### src/quadrature_encoder_speed_unit_defines.svh
// Assertion macros shared by the quadrature encoder speed unit.
`ifndef QUADRATURE_ENCODER_SPEED_UNIT_DEFINES_SVH
`define QUADRATURE_ENCODER_SPEED_UNIT_DEFINES_SVH

// Checks that a condition seen at one edge implies another at the same edge.
`define QES_ASSERT_SAME(lbl, ante, cons, msg) \
	lbl: assert property (@(posedge clk) disable iff (!arst_n) (ante) |-> (cons)) \
		else $error(msg);

// Checks that a condition seen at one edge implies another at the next edge.
`define QES_ASSERT_NEXT(lbl, ante, cons, msg) \
	lbl: assert property (@(posedge clk) disable iff (!arst_n) (ante) |=> (cons)) \
		else $error(msg);

`endif

### src/qes_pkg.sv
// Shared types and constants of the quadrature encoder speed unit.
package qes_pkg;

	localparam int WINDOW_DEPTH = 8;
	localparam int IDX_W        = $clog2(WINDOW_DEPTH);
	localparam int CNT_W        = $clog2(WINDOW_DEPTH + 2);
	localparam int TIME_W       = 32;
	localparam int SPEED_W      = 33;
	localparam int DIV_CNT_W    = $clog2(TIME_W);

	localparam logic [1:0] ACT_EDGE_A = 2'd0;
	localparam logic [1:0] ACT_EDGE_B = 2'd1;
	localparam logic [1:0] ACT_QUERY  = 2'd2;

	localparam logic [1:0] DIR_NONE = 2'b00;
	localparam logic [1:0] DIR_FWD  = 2'b01;
	localparam logic [1:0] DIR_BWD  = 2'b11;

	// Commands from the controller to the datapath.
	typedef struct packed {
		logic capture;   // take the accepted item into the work registers
		logic edge_upd;  // apply the direction, counter and index update
		logic mem_read;  // read the period ring at the current index
		logic update;    // update the window sum and load the divider
		logic div_step;  // one quotient bit
		logic load_out;  // move the finished result into the output register
	} qes_cmd_t;

	// Status from the datapath to the controller.
	typedef struct packed {
		logic div_last;  // the divider is on its last quotient bit
		logic out_valid; // the output register holds an untaken result
	} qes_sts_t;

endpackage

### src/quadrature_encoder_speed_unit.sv
// Top level of the quadrature encoder speed unit.
`include "quadrature_encoder_speed_unit_defines.svh"

// Each input transaction is an edge on encoder channel A or B, or a speed query, and
// carries both pin levels and a microsecond timestamp; every input transaction produces
// exactly one output transaction with the current direction, the number of periods in
// the averaging window, the window sum and the signed speed, which is speed_numerator
// divided by the larger of the last stored period and the time since the last edge.
// An item passes through these steps in order: accept, the direction update, the
// period ring access and the window sum, the bit-per-cycle restoring divider that
// forms the speed, and the load of the output register once it is free. The output
// register lets the block accept the next item while the previous result is still
// waiting for m_tready. The speed_numerator register is written with cfg_we and
// cfg_data and should only change while no item is in flight.
module quadrature_encoder_speed_unit import qes_pkg::*; (
	input  logic        clk,
	input  logic        arst_n,
	input  logic        s_tvalid,
	output logic        s_tready,
	input  logic [39:0] s_tdata,  // level_a [0], level_b [1], now_us [33:2], zero [39:34]
	input  logic [1:0]  s_tuser,  // action [1:0]
	output logic        m_tvalid,
	input  logic        m_tready,
	output logic [71:0] m_tdata,  // direction [1:0], window_count [5:2],
	                              // window_sum [37:6], speed [70:38], zero [71]
	input  logic        cfg_we,
	input  logic [31:0] cfg_data
);

	qes_cmd_t cmd;
	qes_sts_t sts;

	logic [1:0]         out_direction;
	logic [3:0]         out_window_count;
	logic [TIME_W-1:0]  out_window_sum;
	logic [SPEED_W-1:0] out_speed;

	// The controller sequences one item at a time through the datapath.
	qes_ctrl u_ctrl (
		.clk      (clk),
		.arst_n   (arst_n),
		.s_tvalid (s_tvalid),
		.s_tready (s_tready),
		.m_tready (m_tready),
		.sts      (sts),
		.cmd      (cmd)
	);

	// The datapath holds the window state, the period ring, the divider and the
	// output register.
	qes_datapath u_datapath (
		.clk              (clk),
		.arst_n           (arst_n),
		.cmd              (cmd),
		.sts              (sts),
		.in_action        (s_tuser),
		.in_level_a       (s_tdata[0]),
		.in_level_b       (s_tdata[1]),
		.in_now_us        (s_tdata[33:2]),
		.cfg_we           (cfg_we),
		.cfg_data         (cfg_data),
		.m_tready         (m_tready),
		.m_tvalid         (m_tvalid),
		.out_direction    (out_direction),
		.out_window_count (out_window_count),
		.out_window_sum   (out_window_sum),
		.out_speed        (out_speed)
	);

	assign m_tdata = {1'b0, out_speed, out_window_sum, out_window_count, out_direction};

	// An accepted item keeps the block busy on the following cycle.
	`QES_ASSERT_NEXT(a_busy_after_accept, s_tvalid && s_tready, !s_tready, "accepted twice in a row")
	// Loading the output register always raises the output valid.
	`QES_ASSERT_NEXT(a_load_sets_valid, cmd.load_out, m_tvalid, "result load lost")
	// The divider stops stepping once it has produced its last quotient bit.
	`QES_ASSERT_NEXT(a_div_stops, cmd.div_step && sts.div_last, !cmd.div_step, "division overran")
	// A result is never loaded over one that is waiting and not being taken.
	`QES_ASSERT_SAME(a_no_overwrite, cmd.load_out, !m_tvalid || m_tready, "result overwritten")

endmodule

### src/qes_ctrl.sv
// Controller state machine of the quadrature encoder speed unit.
module qes_ctrl import qes_pkg::*; (
	input  logic     clk,
	input  logic     arst_n,
	input  logic     s_tvalid,
	output logic     s_tready,
	input  logic     m_tready,
	input  qes_sts_t sts,
	output qes_cmd_t cmd
);

	typedef enum logic [2:0] {
		ST_IDLE,
		ST_EDGE,
		ST_READ,
		ST_UPDATE,
		ST_DIV,
		ST_FINISH
	} state_t;

	state_t state_q;
	logic   out_free;

	assign out_free = !sts.out_valid || m_tready;
	assign s_tready = (state_q == ST_IDLE);

	always_ff @(posedge clk or negedge arst_n) begin
		if (!arst_n) begin
			state_q <= ST_IDLE;
		end else begin
			case (state_q)
				ST_IDLE: begin
					if (s_tvalid) state_q <= ST_EDGE;
				end
				ST_EDGE:   state_q <= ST_READ;
				ST_READ:   state_q <= ST_UPDATE;
				ST_UPDATE: state_q <= ST_DIV;
				ST_DIV: begin
					if (sts.div_last) state_q <= ST_FINISH;
				end
				ST_FINISH: begin
					if (out_free) state_q <= ST_IDLE;
				end
				default: state_q <= ST_IDLE;
			endcase
		end
	end

	always_comb begin
		cmd          = '0;
		cmd.capture  = (state_q == ST_IDLE) && s_tvalid;
		cmd.edge_upd = (state_q == ST_EDGE);
		cmd.mem_read = (state_q == ST_READ);
		cmd.update   = (state_q == ST_UPDATE);
		cmd.div_step = (state_q == ST_DIV);
		cmd.load_out = (state_q == ST_FINISH) && out_free;
	end

endmodule

### src/qes_datapath.sv
// Datapath of the quadrature encoder speed unit: window state, period ring, divider, result.
module qes_datapath import qes_pkg::*; (
	input  logic                clk,
	input  logic                arst_n,
	input  qes_cmd_t            cmd,
	output qes_sts_t            sts,
	input  logic [1:0]          in_action,
	input  logic                in_level_a,
	input  logic                in_level_b,
	input  logic [TIME_W-1:0]   in_now_us,
	input  logic                cfg_we,
	input  logic [TIME_W-1:0]   cfg_data,
	input  logic                m_tready,
	output logic                m_tvalid,
	output logic [1:0]          out_direction,
	output logic [3:0]          out_window_count,
	output logic [TIME_W-1:0]   out_window_sum,
	output logic [SPEED_W-1:0]  out_speed
);

	logic [TIME_W-1:0] numerator_q;

	logic [1:0]        act_q;
	logic              la_q;
	logic              lb_q;
	logic [TIME_W-1:0] now_q;

	logic [TIME_W-1:0] last_q;
	logic [CNT_W-1:0]  counter_q;
	logic [IDX_W-1:0]  idx_q;
	logic [1:0]        dir_q;
	logic [TIME_W-1:0] sum_q;
	logic [TIME_W-1:0] period_q;
	logic              same_q;
	logic              sub_q;
	logic [TIME_W-1:0] rd_q;

	logic [TIME_W-1:0]       ring_q [WINDOW_DEPTH];
	logic [WINDOW_DEPTH-1:0] ring_valid_q;

	logic [TIME_W-1:0]    divisor_q;
	logic [TIME_W-1:0]    quo_q;
	logic [TIME_W-1:0]    rem_q;
	logic [DIV_CNT_W-1:0] div_cnt_q;

	logic              is_edge;
	logic              forward;
	logic [1:0]        new_dir;
	logic [IDX_W-1:0]  idx_next;
	logic [TIME_W-1:0] ring_val;
	logic [TIME_W-1:0] elapsed;
	logic [TIME_W-1:0] t_max;
	logic [TIME_W-1:0] t_div;
	logic [TIME_W:0]   rem_shift;
	logic              rem_ge;
	logic [TIME_W-1:0] rem_next;
	logic [SPEED_W-1:0] q_ext;
	logic [SPEED_W-1:0] speed_val;
	logic [3:0]        count_val;

	assign is_edge  = (act_q == ACT_EDGE_A) || (act_q == ACT_EDGE_B);
	assign forward  = (act_q == ACT_EDGE_A) ? (la_q == lb_q) : (la_q != lb_q);
	assign new_dir  = forward ? DIR_FWD : DIR_BWD;
	assign idx_next = (idx_q == IDX_W'(WINDOW_DEPTH - 1)) ? '0 : idx_q + 1'b1;

	// A same-direction edge has just stored its period at the current index.
	assign ring_val = same_q ? period_q : rd_q;
	assign elapsed  = now_q - last_q;
	assign t_max    = (elapsed > ring_val) ? elapsed : ring_val;
	assign t_div    = (t_max == '0) ? TIME_W'(1) : t_max;

	// Restoring division, one quotient bit per cycle.
	assign rem_shift = {rem_q, quo_q[TIME_W-1]};
	assign rem_ge    = (rem_shift >= {1'b0, divisor_q});
	assign rem_next  = rem_ge ? TIME_W'(rem_shift - {1'b0, divisor_q})
	                          : rem_shift[TIME_W-1:0];

	assign q_ext = {1'b0, quo_q};
	always_comb begin
		case (dir_q)
			DIR_FWD: speed_val = q_ext;
			DIR_BWD: speed_val = SPEED_W'(0) - q_ext;
			default: speed_val = '0;
		endcase
	end

	assign count_val = (counter_q == '0) ? 4'd0 : 4'(counter_q - 1'b1);

	assign sts.div_last  = (div_cnt_q == DIV_CNT_W'(TIME_W - 1));
	assign sts.out_valid = m_tvalid;

	always_ff @(posedge clk or negedge arst_n) begin
		if (!arst_n) begin
			numerator_q  <= '0;
			last_q       <= '0;
			counter_q    <= '0;
			idx_q        <= '0;
			dir_q        <= DIR_NONE;
			sum_q        <= '0;
			ring_valid_q <= '0;
			m_tvalid     <= 1'b0;
		end else begin
			if (cfg_we) numerator_q <= cfg_data;
			if (cmd.edge_upd && is_edge) begin
				last_q <= now_q;
				if (new_dir != dir_q) begin
					counter_q <= CNT_W'(1);
					dir_q     <= new_dir;
					sum_q     <= '0;
				end else begin
					idx_q <= idx_next;
					if (counter_q <= CNT_W'(WINDOW_DEPTH)) counter_q <= counter_q + 1'b1;
				end
			end
			if (cmd.update && same_q) begin
				sum_q <= sum_q - (sub_q ? rd_q : '0) + period_q;
				ring_valid_q[idx_q] <= 1'b1;
			end
			if (cmd.load_out) m_tvalid <= 1'b1;
			else if (m_tready) m_tvalid <= 1'b0;
		end
	end

	always_ff @(posedge clk) begin
		if (cmd.capture) begin
			act_q <= in_action;
			la_q  <= in_level_a;
			lb_q  <= in_level_b;
			now_q <= in_now_us;
		end
		if (cmd.edge_upd) begin
			same_q   <= is_edge && (new_dir == dir_q);
			sub_q    <= (counter_q > CNT_W'(WINDOW_DEPTH));
			period_q <= now_q - last_q;
		end
		if (cmd.mem_read) rd_q <= ring_valid_q[idx_q] ? ring_q[idx_q] : '0;
		if (cmd.update && same_q) ring_q[idx_q] <= period_q;
		if (cmd.update) begin
			divisor_q <= t_div;
			quo_q     <= numerator_q;
			rem_q     <= '0;
			div_cnt_q <= '0;
		end else if (cmd.div_step) begin
			rem_q     <= rem_next;
			quo_q     <= {quo_q[TIME_W-2:0], rem_ge};
			div_cnt_q <= div_cnt_q + 1'b1;
		end
		if (cmd.load_out) begin
			out_direction    <= dir_q;
			out_window_count <= count_val;
			out_window_sum   <= sum_q;
			out_speed        <= speed_val;
		end
	end

endmodule

### config.mk
export PLATFORM = sky130hd
export DESIGN_NAME = quadrature_encoder_speed_unit
export DESIGN_NICKNAME = d
export VERILOG_FILES = /design/src/qes_pkg.sv /design/src/quadrature_encoder_speed_unit.sv /design/src/qes_ctrl.sv /design/src/qes_datapath.sv
export VERILOG_INCLUDE_DIRS = /design/src /design/src/src
export SDC_FILE = /design/constraint.sdc
export NUM_CORES = 1
export LEC_CHECK = 0
export ABC_AREA = 1
export BUFFER_PORTS_ARGS = -buffer_cell sky130_fd_sc_hd__buf_2
export CELL_PAD_IN_SITES_DETAIL_PLACEMENT = 0
export CELL_PAD_IN_SITES_GLOBAL_PLACEMENT = 1
export CORE_MARGIN = 1
export CORE_UTILIZATION = 54
export CTS_BUF_LIST = sky130_fd_sc_hd__clkbuf_4
export CTS_CLUSTER_DIAMETER = 60
export DETAILED_ROUTE_END_ITERATION = 8
export GPL_ROUTABILITY_DRIVEN = 1
export GPL_TIMING_DRIVEN = 0
export PLACE_DENSITY_LB_ADDON = 0.1
export SYNTH_ARGS = -nofsm -noshare
export SYNTH_HDL_FRONTEND = slang
export SYNTH_HIERARCHICAL = 1
export SYNTH_SLANG_ARGS = --single-unit
### constraint.sdc
create_clock -name clk -period 16.65 [get_ports clk]
set_input_delay 1.665 -clock clk [delete_from_list [all_inputs] [get_ports clk]]
set_output_delay 1.665 -clock clk [all_outputs]
set_load 0.01 [all_outputs]
==> results.md <==
Status:
- The flow ran to the end, and the final reports show no timing, DRC or antenna violations.

Final layout:
- The net total in the final layout is 4,183.
- The largest registers in the layout are u_datapath/ring_q (256), u_datapath/out_speed (33).
- Relative to the synthesized area, the layout overhead comes to 13.0%.
- The largest register by flop count is u_datapath/ring_q.
- After routing the design area is 0.0378 mm².
- The register with the most flip-flops in the layout has 256 of them.
- The fraction of final layout cells with drive strength greater than 1 is 13.3%.

Synth:
- The distinct cell type count of the synthesized netlist is 58.
- The average footprint of a synthesized cell is 9.29 µm².
- The share of flip-flops with an asynchronous set or reset after synthesis is 18.1%.
- The share of the synthesized area in the top cell type is 44.2%.
- The prevailing post-synth register cell is sky130_fd_sc_hd__edfxtp_1.
- For this run, the number of Yosys warnings is 6.
- sky130_fd_sc_hd__edfxtp_1 takes more of the synthesized area than any other cell.
- Synthesis produced 3,604 cells.
- In the post-synthesis netlist, the biggest area contributors are sky130_fd_sc_hd__edfxtp_1, sky130_fd_sc_hd__dfrtp_1, sky130_fd_sc_hd__nand2_1, sky130_fd_sc_hd__inv_1, sky130_fd_sc_hd__o21ai_0.
- In this run, synthesis produced a sequential element count of 647.
- The synthesized design contains 493 enable-type register cells.
- The mapped netlist covers 0.0335 mm².
- The register area share after synthesis is 55.2%.
- The net count after synthesis is 3,850.

Floorplanning:
- The overall die width is 251 µm.
- The die is 251 µm tall.
- Once the floorplan was initialized, standard cells occupied 55.1% of the core.
- The core box area is 0.0608 mm².
- During I/O placement, the number of pins put on the boundary was 153.
- In this run the core area contains 90 standard-cell rows.
- The full die area is 0.0630 mm².

Place:
- The post-placement setup slack is 11.98 ns.
- At the end of routability-driven placement, the weighted congestion stood at 0.954.
- The final HPWL from detailed placement is 73.6 mm.
- The placed cell area is 0.0357 mm².
- The count of input and output buffers is 144.

Power and ir drop:
- The static leakage is 16.6 nW.
- Power spread over the standard cell area amounts to 215 mW/mm².
- The maximum VDD drop is 0.123 mV.

GRT:
- The first global-routing pass estimated 147 mm of wire.
- Summed over all layers, the global routing overflow is 0.
- The initial antenna violation count is 2.
- The via count of the first global-routing pass is 25,900.
- Global routing used 31.2% of the available tracks across all layers.
- The largest net degree at the start of global routing is 86.

Drt:
- Once detail routing completed, the nets flagged for antenna violations numbered 0.
- The number of DRC violations after detailed-routing iteration 0 is 2,344.
- The final wirelength is 97.4 mm.
- Dividing the detail-routed via count by the number of cells gives 5.48.
- Dividing the detail-routed wire length by the instance count gives 20.1 µm.
- The DRC violation count after routing is 0.
- Before antenna repair, the detailed router went through 7 iterations.
- The overall via count from detail_route is 26,600.

Worst hold path:
- The depth of the worst hold-timing path is 0.
- In this run the worst hold path is classified as register to register.

Clocking:
- The H-tree was split into 4 levels.
- The number of buffers inserted by hold repair at cts is 0.
- The setup fix buffers added after clock tree synthesis is 0.
- In this run, CTS created clock tree buffers numbering 164.
- After clock tree synthesis, the repair step resized 0 gates.
- The tree built by TritonCTS fans out to 647 sinks.
- For the worst-skew pair, the clock arrives at the later sink with an insertion delay of 1.04 ns.
- The root buffer selected by CTS is sky130_fd_sc_hd__clkbuf_4.
- After clock tree synthesis, the clock-pin slew on the worst setup and hold paths is 0.07 ns.
- The clock tree from TritonCTS is done.
- The clock passes through at most 3 buffers.

Timing:
- The total negative slack is 0 ns.
- The worst max-slew margin expressed relative to the limit is 18.6%.
- The clock period minus final worst setup slack is 4.75 ns.
- Setup repair after global routing left no endpoint under its margin.
- Between clock sinks in the finished design, the worst skew comes to 0.111 ns.
- The number of slew-limit violations in the final report is 0.
- For the pin with the worst max-slew slack, the measured transition is 1.21 ns.
- The share of the clock period used by the worst path after layout is 28.5%.
- Setup slack on the critical path of the routed design comes to 11.90 ns.
- Setup violations remaining at the end of the flow were counted as 0.
- The timing-limited maximum frequency is 211 MHz.
- The count of final hold-check violations was 0.

Worst setup path:
- The critical-path maximum fanout is 8.
- The number of cells on the worst reg-to-reg path is 27.
- The worst setup path is launched from a register.
- For the worst setup path, the data arrival time is 5.55 ns.
- The endpoint kind of the worst setup timing path is a register.
- The required time reported for the critical path endpoint is 17.45 ns.
- The type of the setup path with the least slack is register to register.

Job:
- The number of max-capacitance violations reported is 0.
cell usage after synthesis (7+ instances only):
| library cell | number |
|---|---|
| sky130_fd_sc_hd__nand2_1 | 749 |
| sky130_fd_sc_hd__dfrtp_1 | 117 |
| sky130_fd_sc_hd__o21bai_1 | 10 |
| sky130_fd_sc_hd__a21oi_1 | 163 |
| sky130_fd_sc_hd__dfxtp_1 | 37 |
| sky130_fd_sc_hd__o211ai_1 | 15 |
| sky130_fd_sc_hd__nor2_1 | 452 |
| sky130_fd_sc_hd__clkbuf_1 | 69 |
| sky130_fd_sc_hd__edfxtp_1 | 493 |
| sky130_fd_sc_hd__xnor2_1 | 37 |
| sky130_fd_sc_hd__buf_1 | 12 |
| sky130_fd_sc_hd__nor3_2 | 7 |
| sky130_fd_sc_hd__mux2_2 | 24 |
| sky130_fd_sc_hd__o21ai_1 | 11 |
| sky130_fd_sc_hd__ha_1 | 134 |
| sky130_fd_sc_hd__nor3_1 | 32 |
| sky130_fd_sc_hd__nand2_2 | 14 |
| sky130_fd_sc_hd__nand4_1 | 19 |
| sky130_fd_sc_hd__a41oi_1 | 32 |
| sky130_fd_sc_hd__buf_4 | 8 |
| sky130_fd_sc_hd__inv_1 | 539 |
| sky130_fd_sc_hd__xor2_1 | 23 |
| sky130_fd_sc_hd__buf_2 | 9 |
| sky130_fd_sc_hd__nand3b_1 | 9 |
| sky130_fd_sc_hd__nand3_1 | 94 |
| sky130_fd_sc_hd__o22ai_1 | 16 |
| sky130_fd_sc_hd__nor4_1 | 7 |
| sky130_fd_sc_hd__o21ai_0 | 353 |
| sky130_fd_sc_hd__fa_1 | 33 |
| sky130_fd_sc_hd__a21o_1 | 11 |
routing by layer:
metal / global-route usage, % / vias up / wire, µm
met1: 41.8 / 12500 / 41400
li1: - / 12700 / -
met2: 49.8 / 1110 / 45100
met3: 5.69 / 192 / 7510
met4: 13.5 / 0 / 3340
met5: 0 / - / 0
cell type report:
cell class                 count  area (µm²)
buffer                       103         487
clock inverter                53         319
antenna                        5        12.5
timing repair buffer         167        1160
multi-input combinational   2305       12500
inverter                     549        2060
sequential                   647       18500
fill                        5174       23000
tap                          782         978
clock buffer                 239        1790
worst max-delay path: stages, from the launching register on:
cell                       delay [ns]
sky130_fd_sc_hd__edfxtp_1        0.37
sky130_fd_sc_hd__inv_1           0.10
sky130_fd_sc_hd__ha_1            0.24
sky130_fd_sc_hd__inv_1           0.12
sky130_fd_sc_hd__fa_1            0.46
sky130_fd_sc_hd__nand3_1         0.14
sky130_fd_sc_hd__nand3_2         0.12
sky130_fd_sc_hd__nand2_1         0.08
sky130_fd_sc_hd__nand2_1         0.12
sky130_fd_sc_hd__nand2_1         0.09
sky130_fd_sc_hd__nand2_1         0.10
sky130_fd_sc_hd__xnor2_1         0.40
sky130_fd_sc_hd__inv_1           0.25
sky130_fd_sc_hd__ha_1            0.34
sky130_fd_sc_hd__nand2_1         0.07
sky130_fd_sc_hd__nor3_2          0.24
sky130_fd_sc_hd__nand2_1         0.08
sky130_fd_sc_hd__nand2_1         0.06
sky130_fd_sc_hd__nand2_1         0.11
sky130_fd_sc_hd__a21oi_2         0.37
sky130_fd_sc_hd__nand2_1         0.09
sky130_fd_sc_hd__nand2_1         0.15
sky130_fd_sc_hd__nand2_1         0.07
sky130_fd_sc_hd__nor2_1          0.10
sky130_fd_sc_hd__nand2_1         0.06
sky130_fd_sc_hd__nor2_1          0.10
sky130_fd_sc_hd__nand2_1         0.07
sky130_fd_sc_hd__nand2_1         0.07
placed cells by master (no fill, tap or decap), types with 12 or more instances in the layout:
master                     instances
sky130_fd_sc_hd__edfxtp_1        493
sky130_fd_sc_hd__o211ai_1         15
sky130_fd_sc_hd__clkbuf_1         69
sky130_fd_sc_hd__nand2_2          14
sky130_fd_sc_hd__a21oi_1         163
sky130_fd_sc_hd__ha_1            134
sky130_fd_sc_hd__clkbuf_4        239
sky130_fd_sc_hd__nand2_1         749
sky130_fd_sc_hd__nor2_1          444
sky130_fd_sc_hd__buf_6            12
sky130_fd_sc_hd__mux2_2           24
sky130_fd_sc_hd__xor2_1           23
sky130_fd_sc_hd__buf_1            12
sky130_fd_sc_hd__nand3_1          94
sky130_fd_sc_hd__a41oi_1          32
sky130_fd_sc_hd__clkinv_1         38
sky130_fd_sc_hd__nor3_1           30
sky130_fd_sc_hd__xnor2_1          37
sky130_fd_sc_hd__dfrtp_1         117
sky130_fd_sc_hd__o21ai_0         353
sky130_fd_sc_hd__o22ai_1          16
sky130_fd_sc_hd__dfxtp_1          37
sky130_fd_sc_hd__nand4_1          19
sky130_fd_sc_hd__buf_2           152
sky130_fd_sc_hd__fa_1             33
sky130_fd_sc_hd__inv_1           538
per-stage QoR:
step,std cells,util (%),hold slack [ns],total power [mW]
after detailed placement,4553,58.7,0.431,6.76
after floorplan,3604,-,0.420,5.30
after CTS,4845,62.2,0.421,8.13
after global placement,4530,57.9,0.433,6.65
final,4850,62.2,0.419,8.15
after global routing,4849,62.2,0.430,8.75
final timing paths:
check | startpoint | endpoint | slack [ns]
max in group asynchronous | arst_n | u_datapath/sum_q[21]$_DFFE_PN0P_ | 15.21
setup / recovery | u_datapath/now_q[0]$_DFFE_PP_ | u_datapath/divisor_q[0]$_SDFFCE_PN1P_ | 11.90
hold / removal | u_datapath/sum_q[19]$_DFFE_PN0P_ | u_datapath/out_window_sum[19]$_DFFE_PP_ | 0.42
hold reg to reg | u_datapath/sum_q[19]$_DFFE_PN0P_ | u_datapath/out_window_sum[19]$_DFFE_PP_ | 0.42
min in group asynchronous | arst_n | u_datapath/last_q[1]$_DFFE_PN0P_ | 0.57
setup reg to reg | u_datapath/now_q[0]$_DFFE_PP_ | u_datapath/divisor_q[0]$_SDFFCE_PN1P_ | 11.90
power breakdown:
group,total (mW),switching [mW],internal (mW)
sequential,2.59,0.273,2.31
combinational,4.23,2.94,1.29
clock,1.34,0.666,0.672
total,8.15,3.88,4.27
cells by family (layout without fill, tap and decap cells):
| group | count (synthesis) | in the layout | synth area share [%] |
|---|---|---|---|
| AOI/OAI and AO/OA | 644 | 644 | 10.7 |
| xor gates and xnor gates | 60 | 60 | 1.57 |
| adders and majority gates | 167 | 167 | 6.98 |
| buffers and inverters | 652 | 1111 | 7.61 |
| DFF | 647 | 647 | 55.2 |
| muxes | 25 | 25 | 0.837 |
| other | 1 | 6 | 0.0112 |
| and+or+nand+nor | 1408 | 1408 | 17.1 |
Note: power is estimated with default switching activity, not from simulation.
